**src/design/smmh_pkg.sv**
```systemverilog
`timescale 1ns / 1ps

package smmh_pkg;

   localparam int CAPACITY    = 1022;
   localparam int FIRST_SLOT  = 2;
   localparam int DATA_W      = 32;
   localparam int COUNT_W     = $clog2(CAPACITY + 1);
   // at least three address bits so that the parent pair of slot 4 can be formed
   localparam int ADDR_W      = ($clog2(CAPACITY + FIRST_SLOT) < 3) ? 3
                                : $clog2(CAPACITY + FIRST_SLOT);
   localparam int STORE_DEPTH = 1 << ADDR_W;
   localparam int RSP_COUNT_W = 10;

   localparam logic REQ_INSERT = 1'b0;
   localparam logic REQ_DELETE = 1'b1;

   typedef enum logic [1:0] {
      STATUS_OK    = 2'd0,
      STATUS_FULL  = 2'd1,
      STATUS_EMPTY = 2'd2
   } status_type;

   typedef struct packed {
      status_type                 status;
      logic signed [DATA_W-1:0]   removed;
      logic signed [DATA_W-1:0]   cur_min;
      logic signed [DATA_W-1:0]   cur_max;
      logic [COUNT_W-1:0]         count;
   } rsp_type;

endpackage

```
**src/design/smmh_ctrl.sv**
```systemverilog
`timescale 1ns / 1ps

module smmh_ctrl (
   input  logic                              clock,
   input  logic                              reset,
   input  logic                              start,
   input  logic                              req_type,
   input  logic signed [smmh_pkg::DATA_W-1:0] req_value,
   output logic                              busy,
   output logic                              done,
   output smmh_pkg::rsp_type                 rsp,
   output logic                              wr_en,
   output logic [smmh_pkg::ADDR_W-1:0]       wr_addr,
   output logic [smmh_pkg::DATA_W-1:0]       wr_data,
   output logic [smmh_pkg::ADDR_W-1:0]       rd_addr,
   input  logic [smmh_pkg::DATA_W-1:0]       rd_data
);

   localparam int AW = smmh_pkg::ADDR_W;
   localparam int DW = smmh_pkg::DATA_W;
   localparam int CW = smmh_pkg::COUNT_W;

   typedef enum logic [15:0] {
      S_IDLE     = 16'b0000_0000_0000_0001,
      S_INS_SIB  = 16'b0000_0000_0000_0010,
      S_UP_RD    = 16'b0000_0000_0000_0100,
      S_UP_HI    = 16'b0000_0000_0000_1000,
      S_UP_LO    = 16'b0000_0000_0001_0000,
      S_WR_FIN   = 16'b0000_0000_0010_0000,
      S_DEL_RM   = 16'b0000_0000_0100_0000,
      S_DEL_LAST = 16'b0000_0000_1000_0000,
      S_SD_C1    = 16'b0000_0001_0000_0000,
      S_SD_C2    = 16'b0000_0010_0000_0000,
      S_SD_SEL   = 16'b0000_0100_0000_0000,
      S_SD_CHK   = 16'b0000_1000_0000_0000,
      S_SD_SIB   = 16'b0001_0000_0000_0000,
      S_RD_MIN   = 16'b0010_0000_0000_0000,
      S_RD_MAX   = 16'b0100_0000_0000_0000,
      S_RD_DONE  = 16'b1000_0000_0000_0000
   } state_type;

   state_type               state_ff, state_in;
   logic [CW-1:0]           count_ff, count_in;
   logic signed [DW-1:0]    cur_ff, cur_in;
   logic [AW-1:0]           idx_ff, idx_in;
   logic signed [DW-1:0]    tv_ff, tv_in;
   logic [AW-1:0]           t_ff, t_in;
   logic signed [DW-1:0]    removed_ff, removed_in;
   logic signed [DW-1:0]    min_ff, min_in;
   smmh_pkg::status_type    status_ff, status_in;

   logic signed [DW-1:0]    rd_val;
   logic signed [DW-1:0]    op_a, op_b;
   logic                    lt;
   logic [AW:0]             end_w;
   logic [AW:0]             c1_w, c2_w, tp1_w;
   logic [AW-1:0]           hi_addr, lo_addr;

   assign rd_val = rd_data;

   // the one comparator, operands steered by the sequencer
   assign lt = op_a < op_b;

   assign end_w   = {{(AW + 1 - CW){1'b0}}, count_ff} + (AW + 1)'(smmh_pkg::FIRST_SLOT);
   assign c1_w    = {idx_ff, 1'b0};
   assign c2_w    = c1_w + (AW + 1)'(2);
   assign tp1_w   = {1'b0, t_ff} + (AW + 1)'(1);
   assign hi_addr = {1'b0, idx_ff[AW-1:2], 1'b1};
   assign lo_addr = {1'b0, idx_ff[AW-1:2], 1'b0};

   always_comb begin
      op_a = rd_val;
      op_b = cur_ff;
      case (state_ff)
         S_INS_SIB, S_UP_LO: begin
            op_a = cur_ff;
            op_b = rd_val;
         end
         S_SD_SEL: begin
            op_a = rd_val;
            op_b = tv_ff;
         end
         S_SD_CHK: begin
            op_a = tv_ff;
            op_b = cur_ff;
         end
         default: begin
            op_a = rd_val;
            op_b = cur_ff;
         end
      endcase
   end

   always_comb begin
      state_in   = state_ff;
      count_in   = count_ff;
      cur_in     = cur_ff;
      idx_in     = idx_ff;
      tv_in      = tv_ff;
      t_in       = t_ff;
      removed_in = removed_ff;
      min_in     = min_ff;
      status_in  = status_ff;
      wr_en      = 1'b0;
      wr_addr    = idx_ff;
      wr_data    = rd_data;
      rd_addr    = '0;
      done       = 1'b0;

      case (state_ff)
         S_IDLE: begin
            if (start) begin
               removed_in = '0;
               status_in  = smmh_pkg::STATUS_OK;
               case (req_type)
                  smmh_pkg::REQ_INSERT: begin
                     if (count_ff >= CW'(smmh_pkg::CAPACITY)) begin
                        status_in = smmh_pkg::STATUS_FULL;
                        state_in  = S_RD_MIN;
                     end else begin
                        cur_in   = req_value;
                        idx_in   = end_w[AW-1:0];
                        count_in = count_ff + CW'(1);
                        // an odd slot first settles against its left sibling
                        if (end_w[0]) begin
                           rd_addr  = end_w[AW-1:0] - AW'(1);
                           state_in = S_INS_SIB;
                        end else begin
                           state_in = S_UP_RD;
                        end
                     end
                  end
                  smmh_pkg::REQ_DELETE: begin
                     if (count_ff == '0) begin
                        status_in = smmh_pkg::STATUS_EMPTY;
                        state_in  = S_RD_MIN;
                     end else begin
                        rd_addr  = AW'(smmh_pkg::FIRST_SLOT);
                        count_in = count_ff - CW'(1);
                        state_in = S_DEL_RM;
                     end
                  end
                  default: begin
                     state_in = S_RD_MIN;
                  end
               endcase
            end
         end

         S_INS_SIB: begin
            if (lt) begin
               wr_en  = 1'b1;
               idx_in = idx_ff - AW'(1);
            end
            state_in = S_UP_RD;
         end

         S_UP_RD: begin
            if (idx_ff >= AW'(2 * smmh_pkg::FIRST_SLOT)) begin
               rd_addr  = hi_addr;
               state_in = S_UP_HI;
            end else begin
               state_in = S_WR_FIN;
            end
         end

         S_UP_HI: begin
            if (lt) begin
               wr_en    = 1'b1;
               idx_in   = hi_addr;
               state_in = S_UP_RD;
            end else begin
               rd_addr  = lo_addr;
               state_in = S_UP_LO;
            end
         end

         S_UP_LO: begin
            if (lt) begin
               wr_en    = 1'b1;
               idx_in   = lo_addr;
               state_in = S_UP_RD;
            end else begin
               state_in = S_WR_FIN;
            end
         end

         S_WR_FIN: begin
            wr_en    = 1'b1;
            wr_data  = cur_ff;
            state_in = S_RD_MIN;
         end

         S_DEL_RM: begin
            removed_in = rd_val;
            if (count_ff == '0) begin
               state_in = S_RD_MIN;
            end else begin
               // count already lowered: the old last slot sits at the new end
               rd_addr  = end_w[AW-1:0];
               state_in = S_DEL_LAST;
            end
         end

         S_DEL_LAST: begin
            cur_in   = rd_val;
            idx_in   = AW'(smmh_pkg::FIRST_SLOT);
            state_in = S_SD_C1;
         end

         S_SD_C1: begin
            if (c1_w >= end_w) begin
               state_in = S_UP_RD;
            end else begin
               rd_addr  = c1_w[AW-1:0];
               state_in = S_SD_C2;
            end
         end

         S_SD_C2: begin
            tv_in = rd_val;
            t_in  = c1_w[AW-1:0];
            if (c2_w < end_w) begin
               rd_addr  = c2_w[AW-1:0];
               state_in = S_SD_SEL;
            end else begin
               state_in = S_SD_CHK;
            end
         end

         S_SD_SEL: begin
            if (lt) begin
               tv_in = rd_val;
               t_in  = c2_w[AW-1:0];
            end
            state_in = S_SD_CHK;
         end

         S_SD_CHK: begin
            if (lt) begin
               wr_en   = 1'b1;
               wr_data = tv_ff;
               idx_in  = t_ff;
               if (tp1_w < end_w) begin
                  rd_addr  = tp1_w[AW-1:0];
                  state_in = S_SD_SIB;
               end else begin
                  state_in = S_SD_C1;
               end
            end else begin
               state_in = S_UP_RD;
            end
         end

         S_SD_SIB: begin
            // smaller right sibling: the moving word goes right, the sibling
            // takes over the hole and carries on down
            if (lt) begin
               wr_en   = 1'b1;
               wr_addr = idx_ff + AW'(1);
               wr_data = cur_ff;
               cur_in  = rd_val;
            end
            state_in = S_SD_C1;
         end

         S_RD_MIN: begin
            rd_addr  = AW'(smmh_pkg::FIRST_SLOT);
            state_in = S_RD_MAX;
         end

         S_RD_MAX: begin
            min_in   = (count_ff != '0) ? rd_val : '0;
            rd_addr  = AW'(smmh_pkg::FIRST_SLOT + 1);
            state_in = S_RD_DONE;
         end

         S_RD_DONE: begin
            done     = 1'b1;
            state_in = S_IDLE;
         end

         default: begin
            state_in = S_IDLE;
         end
      endcase
   end

   always_comb begin
      rsp.status  = status_ff;
      rsp.removed = removed_ff;
      rsp.cur_min = min_ff;
      rsp.cur_max = (count_ff > CW'(1)) ? rd_val : min_ff;
      rsp.count   = count_ff;
   end

   assign busy = (state_ff != S_IDLE);

   always_ff @(posedge clock) begin
      if (reset) begin
         state_ff <= S_IDLE;
         count_ff <= '0;
      end else begin
         state_ff <= state_in;
         count_ff <= count_in;
      end
   end

   always_ff @(posedge clock) begin
      cur_ff     <= cur_in;
      idx_ff     <= idx_in;
      tv_ff      <= tv_in;
      t_ff       <= t_in;
      removed_ff <= removed_in;
      min_ff     <= min_in;
      status_ff  <= status_in;
   end

endmodule
```
**config.mk**
```make
export PLATFORM = sky130hd
export DESIGN_NAME = smmh_ctrl
export DESIGN_NICKNAME = d
export VERILOG_FILES = /design/src/design/smmh_pkg.sv /design/src/design/smmh_ctrl.sv
export SDC_FILE = /design/constraint.sdc
export NUM_CORES = 1
export LEC_CHECK = 0
export BUFFER_PORTS_ARGS = -buffer_cell sky130_fd_sc_hd__buf_2
export CAP_MARGIN = 30
export CORE_ASPECT_RATIO = 0.5
export CORE_UTILIZATION = 50
export DETAILED_ROUTE_END_ITERATION = 8
export GPL_TIMING_DRIVEN = 0
export MAX_ROUTING_LAYER = met4
export PLACE_DENSITY = 0.75
export SETUP_SLACK_MARGIN = 0.2
export SYNTH_ARGS = -nofsm -noshare
export SYNTH_HDL_FRONTEND = slang
export SYNTH_SLANG_ARGS = --single-unit
```
**constraint.sdc**
```tcl
create_clock -name clock -period 15.3 [get_ports clock]
set_input_delay 0.765 -clock clock [delete_from_list [all_inputs] [get_ports clock]]
set_output_delay 0.765 -clock clock [all_outputs]
set_load 0.1 [all_outputs]
```
=== Yosys cells after proc, flatten, opt, wreduce, memory -nomap -nowiden ===
Index checks and enable logic that the tools add are counted.

* Add/subtract/negate cells: 8
* Order comparisons: 7
* Eq/ne operators: 28
* Multiplexer cells: 62
* Bitwise operators: 1
* Reduce and logical (&&, ||, !) cells: 15

{| class="wikitable"
|+ Operators by type and width
! cell !! number
|-
| two-way mux 32 bit || 8
|-
| one-hot mux 32 bit (2 select lines) || 4
|-
| one-hot mux 16 bit (14 select lines) || 1
|-
| two-way mux 10 bit || 21
|-
| one-hot mux 32 bit (3 select lines) || 2
|-
| one-hot mux 10 bit (9 select lines) || 1
|-
| one-hot mux 10 bit (2 select lines) || 3
|-
| one-hot mux 10 bit (6 select lines) || 1
|-
| two-way mux 14 bit || 3
|-
| < comparator 32 bit || 1
|-
| two-way mux 16 bit || 2
|-
| one-hot mux 16 bit (2 select lines) || 1
|-
| subtractor 10 x 1 -> 10 bit (second input constant) || 3
|-
| < comparator 11 bit || 2
|-
| inequality test 2 bit (second input constant) || 11
|-
| adder 10 x 1 -> 10 bit (second input constant) || 2
|-
| two-way mux 9 bit || 2
|-
| equality test 16 x 1 -> 1 bit (second input constant) || 1
|-
| equality test 16 x 10 -> 1 bit (second input constant) || 1
|-
| equality test 16 x 11 -> 1 bit (second input constant) || 1
|-
| equality test 16 x 12 -> 1 bit (second input constant) || 1
|-
| equality test 16 x 13 -> 1 bit (second input constant) || 1
|-
| equality test 16 x 14 -> 1 bit (second input constant) || 1
|-
| equality test 16 x 15 -> 1 bit (second input constant) || 1
|-
| 38 further kinds || 46
|}

* Flip-flop bits (word level): 176
* Input bits: 68
* Output and inout port bits: 163

=== Longest topological paths before layout ===
Gate-level depths: netlist (run 1).

* Depth after elaboration: 7
* Gate-level depth with buffers: 21

=== Least setup slack after synthesis (run 1) ===
Ideal clock, no wire load.

* Kind: register to output
* Start: register state_ff[11]
* End: output port wr_en
* Arrival time: 6.130 ns
* Required time: 14.535 ns
* Setup slack: 8.405 ns
* Cell stages (with the launch flop): 19
* Buffers on the path: 4
* Cell sequence: dfxtp_1 nor4_4 and4b_1 buf_2 and2_1 clkbuf_1 buf_1 a22o_1 a21oi_1 ha_1 a21o_1 a21o_1 a211oi_1 o21bai_1 a311oi_1 a21boi_4 or2_1 buf_6 o21ai_0

* Longest elaborated chain between the ends: 6

{| class="wikitable"
|+ Ends and longest elaborated chain
! element !! line !! text
|-
| start, declared || smmh_ctrl.sv:42 || <nowiki>state_type state_ff, state_in;</nowiki>
|-
| start signal, assigned || smmh_ctrl.sv:304 || <nowiki>state_ff <= state_in;</nowiki>
|-
| equality test 16 x 5 -> 1 bit or equality test 16 x 2 -> 1 bit (tied branches) || smmh_ctrl.sv:74, smmh_ctrl.sv:110 ||
|-
| OR reduction 2 bit || smmh_ctrl.sv:74 || <nowiki>case (state_ff)</nowiki>
|-
| one-hot mux 32 bit (2 select lines) || smmh_ctrl.sv:74 ||
|-
| < comparator 32 bit || smmh_ctrl.sv:62 || <nowiki>assign lt = op_a < op_b;</nowiki>
|-
| two-way mux 1 bit || - ||
|-
| one-hot mux 1 bit (2 select lines) (*) || smmh_ctrl.sv:110 || <nowiki>case (state_ff)</nowiki>
|-
| end, declared || smmh_ctrl.sv:12 || <nowiki>output logic wr_en,</nowiki>
|}

Mark *: on every way between the ends. The rest lies on a longest branch, timed or not.

=== Final worst setup path (run 1) ===
* Start: register state_ff[6]
* End: output port rd_addr[0] (netlist name)

* Longest elaborated chain between the ends: 6

{| class="wikitable"
|+ Ends and longest elaborated chain
! element !! line !! text
|-
| equality test 16 x 5 -> 1 bit or equality test 16 x 2 -> 1 bit (tied branches) || smmh_ctrl.sv:74 ||
|-
| OR reduction 2 bit || smmh_ctrl.sv:74 ||
|-
| one-hot mux 32 bit (2 select lines) || smmh_ctrl.sv:74 ||
|-
| < comparator 32 bit || smmh_ctrl.sv:62 ||
|-
| two-way mux 10 bit || smmh_ctrl.sv:240 || <nowiki>if (lt) begin</nowiki>
|-
| one-hot mux 10 bit (9 select lines) (*) || smmh_ctrl.sv:110 ||
|-
| end, declared || smmh_ctrl.sv:15 || <nowiki>output logic [smmh_pkg::ADDR_W-1:0] rd_addr,</nowiki>
|}

Marks and branches as above.

==> impl_metrics.yaml, run 1 <==
grt:
  grt_use_total_pct: 33.09
  antenna_found_initial: 0
  grt_max_degree: 34
  grt-ovfl-total: 0
  grt_pass1_vias: 10141
  grt_pass1_wl_um: 57900
clock_tree:
  cts_tree: "built"
  h-tree-depth: 4
  clk_latency_ns: 0.47
  cts_hold_repair.buffers: 0
  clk_path_buf_depth: 2
  cts_resized: 0
  cts-root-buf: "clkbuf_16"
  numCtsBuffers: 17
  cts_setup_buffers: 0
  cts_sinks: 175
  path_clk_slew_ns: 0.08
timing:
  fin_crit_ns: 8.471
  fin_crit_sh_pct: 55.37
  max_slew.worst_pin.slew_ns: 1.036
  fmax_ghz: 0.1180
  hold_violations: 0
  setup_viol: 0
  slew-limit-headroom_pct: 30.58
  grt_setup_unrepaired: "no"
  slew_violations: 0
  setup_slack_ns: 6.829
  skew_ns: 0.01473
  fin_setup_tns_ns: 0
min_path:
  hold_class: "primary input to flip-flop"
  hold_start: "rd_data[6]"
placed_design:
  dpl.hpwl_um: 28020
  port_buffers: 230
  place_ws_ns: 7.720
  place.gp.congestion: 0.9818
pwr:
  power.total_uw: 3126
  pwr-share-clk_pct: 15.0
  p_leak_uw: 0.005682
  power_per_cell_area_nw_per_um2: 224.0
  pwr-share-seq_pct: 21.3
  p_int_uw: 1309
  netSwitchingFraction_pct: 58.12
  vdd_drop_max_uv: 212.0
  combPwrFrac_pct: 63.7
  p_sw_uw: 1817
synth:
  synth-seq-cells: 175
  ys_warn_count: 0
  netlist_instances: 1147
  synth_compound_area_share_pct: 17.64
  synth_xor_xnor_area_share_pct: 3.908
  synth_fa_ha_area_share_pct: 7.408
  synthesis.nets: 1284
  ys_types: 70
  synth_area_um2: 11650
  synth.avg_cell_area_um2: 10.16
  synth_ff_type: "edfxtp_1"
  muxShareOfSynthArea_pct: 6.281
  seq_area_frac_synth_pct: 42.86
  synth_edf_count: 149
  synthArstFlopShare_pct: 0
  synth_top_family_by_area: "simple AND/OR/NAND/NOR gates"
  synth-simple-area-share_pct: 18.17
setup_path:
  arrival_ns: 7.71
  ff2ff_path_depth: 20
  critPathCaptureType: "output pin"
  start_kind: "flip-flop"
  r2r-start: "state_ff[6]$_SDFFE_PP0N_"
  setup.worst_path.start: "state_ff[6]$_SDFFE_PP0N_"
  crit_path_end: "rd_addr[0]"
  worstPathMaxFanout: 10
  r2r_end: "tv_ff[19]$_DFFE_PP_"
  r2r_slack_ns: 8.14
  worstSetupPathType: "flip-flop to output pin"
  worstPathRequired_ns: 14.53
finish:
  areaGrowthSynthToFinish_pct: 19.74
  final_nets: 1539
  drive_gt1_share_pct: 25.37
  diodes: 0
drt:
  wirelength_um: 38980
  num_vias: 10897
  routedWlPerCell_um: 22.64
  drtAntennaViolNets: 0
  via_per_inst: 6.328
  first_pass_iters: 9
  drt_iter0_markers: 1260
  drc: 2
floorplanning:
  dieArea_um2: 23960
  boundaryPins: 231
  initial_core_util_pct: 51.03
  core_area_um2: 22840
  rows: 39
  fp.dieH_um: 110.0
  die_x_um: 217.9
outcome:
  status: "finished, violations left"
  failed_checks: "design-rule violations"
flow_run:
  drv_cap: 0
## worst min path at each step
stage / slack [ns] / depth (start not counted) / to
after floorplan: 0.52 / 2 / state_ff[14]$_SDFFE_PP0N_
after global placement: 0.54 / 2 / state_ff[14]$_SDFFE_PP0N_
after detailed placement: 0.56 / 2 / state_ff[14]$_SDFFE_PP0N_
after CTS: 0.56 / 1 / tv_ff[17]$_DFFE_PP_
after global routing: 0.57 / 1 / tv_ff[17]$_DFFE_PP_
final: 0.58 / 1 / tv_ff[6]$_DFFE_PP_
## cells in the mapped netlist, types with 3 or more instances
cell type  number  share of area, %
edfxtp_1      149                38
nand2_1       130               4.2
ha_1           69               7.4
and2_1         65               3.5
mux2_2         65               6.3
clkbuf_1       63               2.0
a21oi_1        59               2.5
nor2_1         53               1.7
and3_1         46               2.5
xnor2_1        43               3.2
o21ai_0        39               1.7
a221o_1        32               2.7
a22oi_1        32               2.1
a22o_1         31               2.3
dfxtp_1        26               4.5
inv_1          24              0.77
nor3_1         23              0.99
nand3_1        15              0.64
nand4_1        13              0.70
a211oi_1       11              0.71
a21o_1         11              0.71
nor4_1         11              0.59
xor2_1          9              0.68
o211ai_1        8              0.52
o221ai_1        8              0.60
a222oi_1        7              0.60
nand2b_1        7              0.38
a31oi_1         6              0.32
nor2b_1         6              0.32
a221oi_1        5              0.38
buf_1           5              0.16
o21a_1          5              0.32
or3_1           5              0.27
a2111oi_0       4              0.30
and4_1          4              0.30
and4b_1         4              0.34
buf_4           4              0.26
buf_6           4              0.39
nor3b_1         4              0.26
a31o_2          3              0.23
and3b_1         3              0.23
buf_2           3              0.13
nand4b_1        3              0.23
## per-stage QoR
stage / util [%] / area, µm² / cells / hold slack, ns
3_3_place_gp: 57.75 / 13190 / 1684 / 0.5372
6_report: 61.11 / 13950 / 1722 / 0.5774
4_1_cts: 61.11 / 13950 / 1722 / 0.5576
3_5_place_dp: 58.43 / 13340 / 1690 / 0.5647
2_1_floorplan: - / 11650 / 1147 / 0.5174
5_1_grt: 61.11 / 13950 / 1722 / 0.5710
## power groups by stage
stage                     clock, µW  combinational (µW)  sequential (µW)
after floorplan                   0                1330              932
after global placement            0                1930              674
after detailed placement          0                1970              674
after CTS                       472                1980              664
after global routing            488                2080              671
final                           470                1990              666
## worst max-delay path, stage by stage (launching register included)
cell and delay (ns):
dfxtp_1 0.40, nor4_4 0.41, nand4b_1 0.29, nor2_1 0.72
clkbuf_1 0.57, clkbuf_1 0.63, a22oi_1 0.20, nand2_1 0.11
ha_1 0.18, nand4_1 0.13, nor4_1 0.59, a221oi_1 0.18
a211oi_1 0.39, a311oi_1 0.20, and3_4 0.28, nor2_4 0.26
buf_2 0.37, nand2_1 0.35, o221ai_1 0.47, buf_2 0.51
## flip-flops by register name, summed over array words and instances, names as in the netlist
register / flops
cur_ff: 32
min_ff: 32
removed_ff: 32
tv_ff: 32
state_ff: 16
count_ff: 10
idx_ff: 10
t_ff: 9
status_ff: 2
## layout make-up
type | instances | area, µm²
fillers | 1933 | 8882
multi-input cells | 869 | 6254
flip-flops and latches | 175 | 4995
repair buffers | 236 | 1276
clock buffers | 19 | 432.9
well taps | 307 | 384.1
plain buffers | 79 | 345.3
clock inverters | 13 | 177.7
inverters | 24 | 90.09
## routing by layer
| metal | vias to the layer above | global-route usage (%) | routed length [µm] | part of all wire, % |
|---|---|---|---|---|
| met4 | 0 | 13.14 | 1106 | 2.8 |
| met2 | 617 | 51.36 | 18020 | 46 |
| met3 | 87 | 6.362 | 3208 | 8.2 |
| met5 | - | - | 0 | 0 |
| met1 | 5325 | 42.90 | 16640 | 43 |
| li1 | 4868 | - | - | - |
## cells by family after synthesis
kind of cell	Yosys count
adders and majority gates	69
xor gates and xnor gates	52
AOI/OAI and AO/OA	280
DFF	175
muxes	65
buffers and inverters	103
and+or+nand+nor	403
## cell usage in the layout, fill, tap and decap left out, types with 8 or more instances in the layout
master | synthesis | layout
a21oi_1 | 59 | 58
o21ai_0 | 39 | 37
buf_2 | 3 | 233
nor3_1 | 23 | 23
a21o_1 | 11 | 11
a221o_1 | 32 | 32
xnor2_1 | 43 | 43
ha_1 | 69 | 69
nand4_1 | 13 | 13
nand2_1 | 130 | 130
clkbuf_16 | 0 | 17
a22oi_1 | 32 | 32
and3_1 | 46 | 46
clkbuf_1 | 63 | 65
o221ai_1 | 8 | 8
edfxtp_1 | 149 | 149
dfxtp_1 | 26 | 26
inv_1 | 24 | 24
nor4_1 | 11 | 11
a22o_1 | 31 | 31
a211oi_1 | 11 | 11
nand3_1 | 15 | 15
mux2_2 | 65 | 65
and2_1 | 65 | 65
o211ai_1 | 8 | 8
nor2_1 | 53 | 52
xor2_1 | 9 | 9
(Power assumes the default switching activity.)
==> run 2: changes to the inputs <==
- PLACE_DENSITY: 0.75 -> 0.78
- clock period: 15.3 -> 7.2 ns (I/O delays scaled with it)
==> impl_metrics.yaml, run 2 (synthesis results as in run 1) <==
pwr:
  pwr-share-seq_pct: 21.3
  p_sw_uw: 3852
  vdd_drop_max_uv: 577.3
  netSwitchingFraction_pct: 58.06
  p_leak_uw: 0.005715
  p_int_uw: 2782
  pwr-share-clk_pct: 15.1
  power.total_uw: 6634
  combPwrFrac_pct: 63.6
  power_per_cell_area_nw_per_um2: 473.1
grt:
  grt_max_degree: 34
  antenna_found_initial: 0
  grt_pass1_vias: 10083
  grt-ovfl-total: 0
  grt_pass1_wl_um: 58240
  grt_use_total_pct: 33.21
finish:
  final_nets: 1540
  drive_gt1_share_pct: 26.34
  mostFrequentLayoutCell: "buf_2"
  fillCellCount: 1925
  fin_area_um2: 14020
  diodes: 0
  layout_common_cells: "buf_2 (228), edfxtp_1 (149), nand2_1 (129)"
  areaGrowthSynthToFinish_pct: 20.32
timing:
  fin_crit_ns: 6.758
  slew-limit-headroom_pct: 34.78
  max_slew.worst_pin.slew_ns: 0.9713
  setup_slack_ns: 0.4422
  skew_ns: 0.01246
  setup_viol: 0
  fmax_ghz: 0.1480
  grt_setup_unrepaired: "no"
  fin_crit_sh_pct: 93.86
  hold_violations: 0
  slew_violations: 0
setup_path:
  worstPathMaxFanout: 10
  start_kind: "flip-flop"
  worstPathRequired_ns: 6.84
  critPathCaptureType: "output pin"
  worstSetupPathType: "flip-flop to output pin"
  arrival_ns: 6.40
floorplanning:
  boundaryPins: 231
  rows: 39
  core_area_um2: 22840
  dieArea_um2: 23960
  fp.dieH_um: 110.0
  initial_core_util_pct: 51.03
  die_x_um: 217.9
clock_tree:
  numCtsBuffers: 17
  cts_tree: "built"
  cts_hold_repair.buffers: 0
  h-tree-depth: 4
  cts_sinks: 175
  cts-root-buf: "clkbuf_16"
  clk_latency_ns: 0.46
  clk_path_buf_depth: 2
  path_clk_slew_ns: 0.08
min_path:
  hold_class: "primary input to flip-flop"
drt:
  num_vias: 10789
  via_per_inst: 6.262
  drt_iter0_markers: 1340
  first_pass_iters: 6
  drtAntennaViolNets: 0
  wirelength_um: 39010
  drc: 0
  routedWlPerCell_um: 22.64
outcome:
  status: "complete, no violations"
placed_design:
  place.gp.congestion: 0.9409
  dpl_cell_area_um2: 13340
  dpl.hpwl_um: 28180
  place_ws_ns: 0.006971
  port_buffers: 230
flow_run:
  drv_cap: 0
run 2: cell count changes in the layout (fill, tap and decap cells not counted), sizes merged:
cell,change
clkbuf,+8
buf,-7
clkinv,-2
clkinvlp,+1
inv,+1
run 2: layer usage:
layer	vias to the layer above	wire (µm)	share of wire, %	GRT usage (%)
li1	4875	-	-	-
met1	5199	16350	42	43.73
met2	615	18010	46	51.36
met3	100	3416	8.8	6.058
met4	0	1233	3.2	12.24
met5	-	0	0	-
run 2: worst paths after layout:
check | startpoint | depth (start not counted) | slack [ns] | endpoint
max reg2reg | state_ff[13]$_SDFFE_PP0N_ | 22 | 0.90 | tv_ff[19]$_DFFE_PP_
max | state_ff[13]$_SDFFE_PP0N_ | 21 | 0.44 | wr_data[1]
min | rd_data[25] | 1 | 0.18 | tv_ff[25]$_DFFE_PP_
min reg2reg | state_ff[13]$_SDFFE_PP0N_ | 2 | 0.61 | state_ff[14]$_SDFFE_PP0N_
run 2: through the flow:
stage,std cells,util (%),hold WS (ns),setup TNS (ns)
after floorplan,1147,-,0.4316,0
after global placement,1684,57.75,0.5412,-177.06
after global routing,1723,61.40,0.1754,0
final,1723,61.40,0.1788,0
after detailed placement,1690,58.43,0.5698,0
after CTS,1722,61.22,0.1661,0
run 2: what timing repair did:
action | CTS | global route
gates resized for setup | 9 | 15
setup endpoints to repair | 42 | 40
hold endpoints to repair | 0 | 0
pin swaps | 0 | 1
buffers inserted | 0 | 1
run 2: power groups by stage:
stage | clock network, µW | logic (µW) | registers (µW)
5_1_grt | 1040 | 4400 | 1430
3_3_place_gp | 0 | 4100 | 1430
2_1_floorplan | 0 | 2830 | 1980
6_report | 1010 | 4220 | 1410
4_1_cts | 1000 | 4190 | 1410
3_5_place_dp | 0 | 4170 | 1430
run 2: cell type report:
class | count | area [µm²] | area share, %
Sequential cell | 175 | 4995 | 35.62
Clock inverter | 13 | 178.9 | 1.276
Clock buffer | 19 | 432.9 | 3.087
Timing Repair Buffer | 237 | 1304 | 9.298
Buffer | 79 | 355.3 | 2.534
Multi-Input combinational cell | 869 | 6282 | 44.80
Tap cell | 307 | 384.1 | 2.739
Inverter | 24 | 90.09 | 0.6425
run 2: critical path, stage by stage (launching register included):
cell      delay, ns
dfxtp_1        0.37
nor4_4         0.39
and4b_1        0.24
buf_2          0.18
and2_1         0.26
clkbuf_2       0.27
nor2_1         0.12
clkbuf_1       0.33
nand2_1        0.16
nand2_1        0.07
ha_1           0.34
nand4_1        0.15
nor4_2         0.42
a221oi_1       0.14
a211oi_1       0.43
a311oi_2       0.17
and3_4         0.26
nor2_4         0.25
clkbuf_1       0.54
and3_1         0.24
a221o_1        0.16
buf_2          0.45
==> run 3: changes to the inputs <==
- BUFFER_PORTS_ARGS: -buffer_cell sky130_fd_sc_hd__buf_2 -> -buffer_cell sky130_fd_sc_hd__buf_4
- CORE_UTILIZATION: 50 -> 51
- PLACE_DENSITY: 0.78 -> 0.8
==> impl_metrics.yaml, run 3 (synthesis results as in run 1) <==
clock_tree:
  clk_path_buf_depth: 2
  clk_latency_ns: 0.46
  cts_sinks: 175
  cts_tree: "built"
  h-tree-depth: 4
  cts_hold_repair.buffers: 0
  cts-root-buf: "clkbuf_16"
  numCtsBuffers: 17
  path_clk_slew_ns: 0.08
setup_path:
  arrival_ns: 6.55
  worstPathRequired_ns: 6.84
  worstSetupPathType: "flip-flop to output pin"
  worstPathMaxFanout: 10
  critPathCaptureType: "output pin"
  r2r_slack_ns: 0.69
  r2r_end: "tv_ff[14]$_DFFE_PP_"
  setup.worst_path.start: "state_ff[6]$_SDFFE_PP0N_"
  ff2ff_path_depth: 20
  r2r-start: "state_ff[6]$_SDFFE_PP0N_"
  crit_path_end: "rd_addr[0]"
  start_kind: "flip-flop"
finish:
  areaGrowthSynthToFinish_pct: 24.79
  fin_area_um2: 14540
  diodes: 0
  layout_common_cells: "buf_4 (236), edfxtp_1 (149), nand2_1 (130)"
  seq_area_um2: 4995
  multiInputGateArea_um2: 6274
  final_nets: 1539
  fin_cells: 1715
  fillCellCount: 1758
  drive_gt1_share_pct: 26.36
  mostFrequentLayoutCell: "buf_4"
timing:
  grt_setup_unrepaired: "yes"
  hold_violations: 0
  slew-limit-headroom_pct: 31.24
  max_slew.worst_pin.slew_ns: 1.027
  fin_setup_tns_ns: 0
  fin_crit_ns: 6.909
  slew_violations: 0
  setup_viol: 0
  fin_crit_sh_pct: 95.95
  fmax_ghz: 0.1447
  setup_slack_ns: 0.2913
  skew_ns: 0.01146
grt:
  gr-usage-met2_pct: 54.59
  gr-usage-met1_pct: 45.17
  antenna_found_initial: 0
  grt_use_met3_pct: 5.718
  grt_busiest_layer: "met2"
  grt_use_total_pct: 34.55
  grt_pass1_wl_um: 59900
  grt-ovfl-total: 0
  grt_pass1_vias: 10450
  grt_max_degree: 34
drt:
  num_vias: 10925
  routedWlPerCell_um: 23.32
  first_pass_iters: 6
  drc: 0
  via_per_inst: 6.370
  wirelength_um: 39990
  drt_iter0_markers: 1380
  drtAntennaViolNets: 0
pwr:
  power.total_uw: 6796
  power_per_cell_area_nw_per_um2: 467.3
  combPwrFrac_pct: 65.0
  pwr-share-seq_pct: 20.9
  pwr-share-clk_pct: 14.1
  vdd_drop_max_uv: 510.6
  p_sw_uw: 3899
  netSwitchingFraction_pct: 57.37
  p_int_uw: 2897
  p_leak_uw: 0.005879
placed_design:
  dpl_cell_area_um2: 13910
  placed_cells: 1683
  dpl.hpwl_um: 28590
  place.gp.congestion: 0.9554
  port_buffers: 230
  place_ws_ns: 0.1551
floorplanning:
  dieArea_um2: 23500
  core_area_um2: 22010
  fp.dieH_um: 108.9
  die_x_um: 215.8
  initial_core_util_pct: 52.94
  boundaryPins: 231
  rows: 38
min_path:
  hold_class: "primary input to flip-flop"
outcome:
  status: "complete, no violations"
flow_run:
  drv_cap: 0
==> run 3: changes by cell type in the layout (fill, tap and decap cells not counted), sizes merged <==
cell / before / now
clkinv: 3 / 5
bufinv: 3 / 1
clkbuf: 90 / 81
inv: 29 / 30
buf: 245 / 251
clkinvlp: 2 / 3
==> run 3: power by group through the flow <==
stage	Clock [µW]	Combinational, µW	Sequential, µW
final	958	4420	1420
after CTS	959	4400	1410
after floorplan	0	2830	1980
after global placement	0	4300	1440
after global routing	993	4600	1430
after detailed placement	0	4390	1440
==> run 3: area by class of cell <==
type,count,share of cell area [%]
Buffer,79,2.461
Clock buffer,17,2.925
Clock inverter,15,1.196
Inverter,24,0.6195
Multi-Input combinational cell,869,43.14
Sequential cell,175,34.35
Tap cell,300,2.581
Timing Repair Buffer,236,12.73
==> run 3: worst max-delay path, stage by stage, from the launching register on <==
cell and delay (ns):
dfxtp_1 0.39, nor4_4 0.41, nand4b_1 0.29, nor2_2 0.48, clkbuf_2 0.37, clkbuf_2 0.39
a22oi_1 0.14, nand2_1 0.12, ha_1 0.20, nand4_1 0.16, nor4_2 0.46, a221oi_1 0.16
a211oi_1 0.37, a311oi_2 0.16, and3_4 0.26, nor2_4 0.28, clkbuf_4 0.34, nand2_1 0.29
o221ai_1 0.43, buf_4 0.37
==> run 3: what timing repair did <==
item                       4_1_cts  5_1_grt
hold endpoints to repair         0        0
setup buffers                    0        0
gates resized for setup          8        7
setup endpoints to repair       56       56
==> run 3: metal layers <==
metal,vias up,wire (µm)
met3,94,3535
met2,650,18720
met1,5316,16640
met4,0,1096
met5,-,0
li1,4865,-
==> run 3: worst min path at each step <==
stage | cells after the start | endpoint | slack [ns] | start
floorplan | 1 | state_ff[3]$_SDFFE_PP0N_ | 0.43 | reset
finish | 2 | state_ff[15]$_SDFFE_PP0N_ | 0.14 | reset
CTS | 2 | state_ff[3]$_SDFFE_PP0N_ | 0.14 | reset
global route | 2 | state_ff[3]$_SDFFE_PP0N_ | 0.14 | reset
global placement | 2 | state_ff[14]$_SDFFE_PP0N_ | 0.54 | state_ff[13]$_SDFFE_PP0N_
detailed placement | 2 | state_ff[14]$_SDFFE_PP0N_ | 0.57 | state_ff[13]$_SDFFE_PP0N_
==> run 3: stage by stage <==
step           hold slack [ns]  utilization [%]
4_1_cts                 0.1392            65.99
3_3_place_gp            0.5376            62.49
3_5_place_dp            0.5706            63.19
6_report                0.1423            66.06
2_1_floorplan           0.4316                -
5_1_grt                 0.1389            66.06
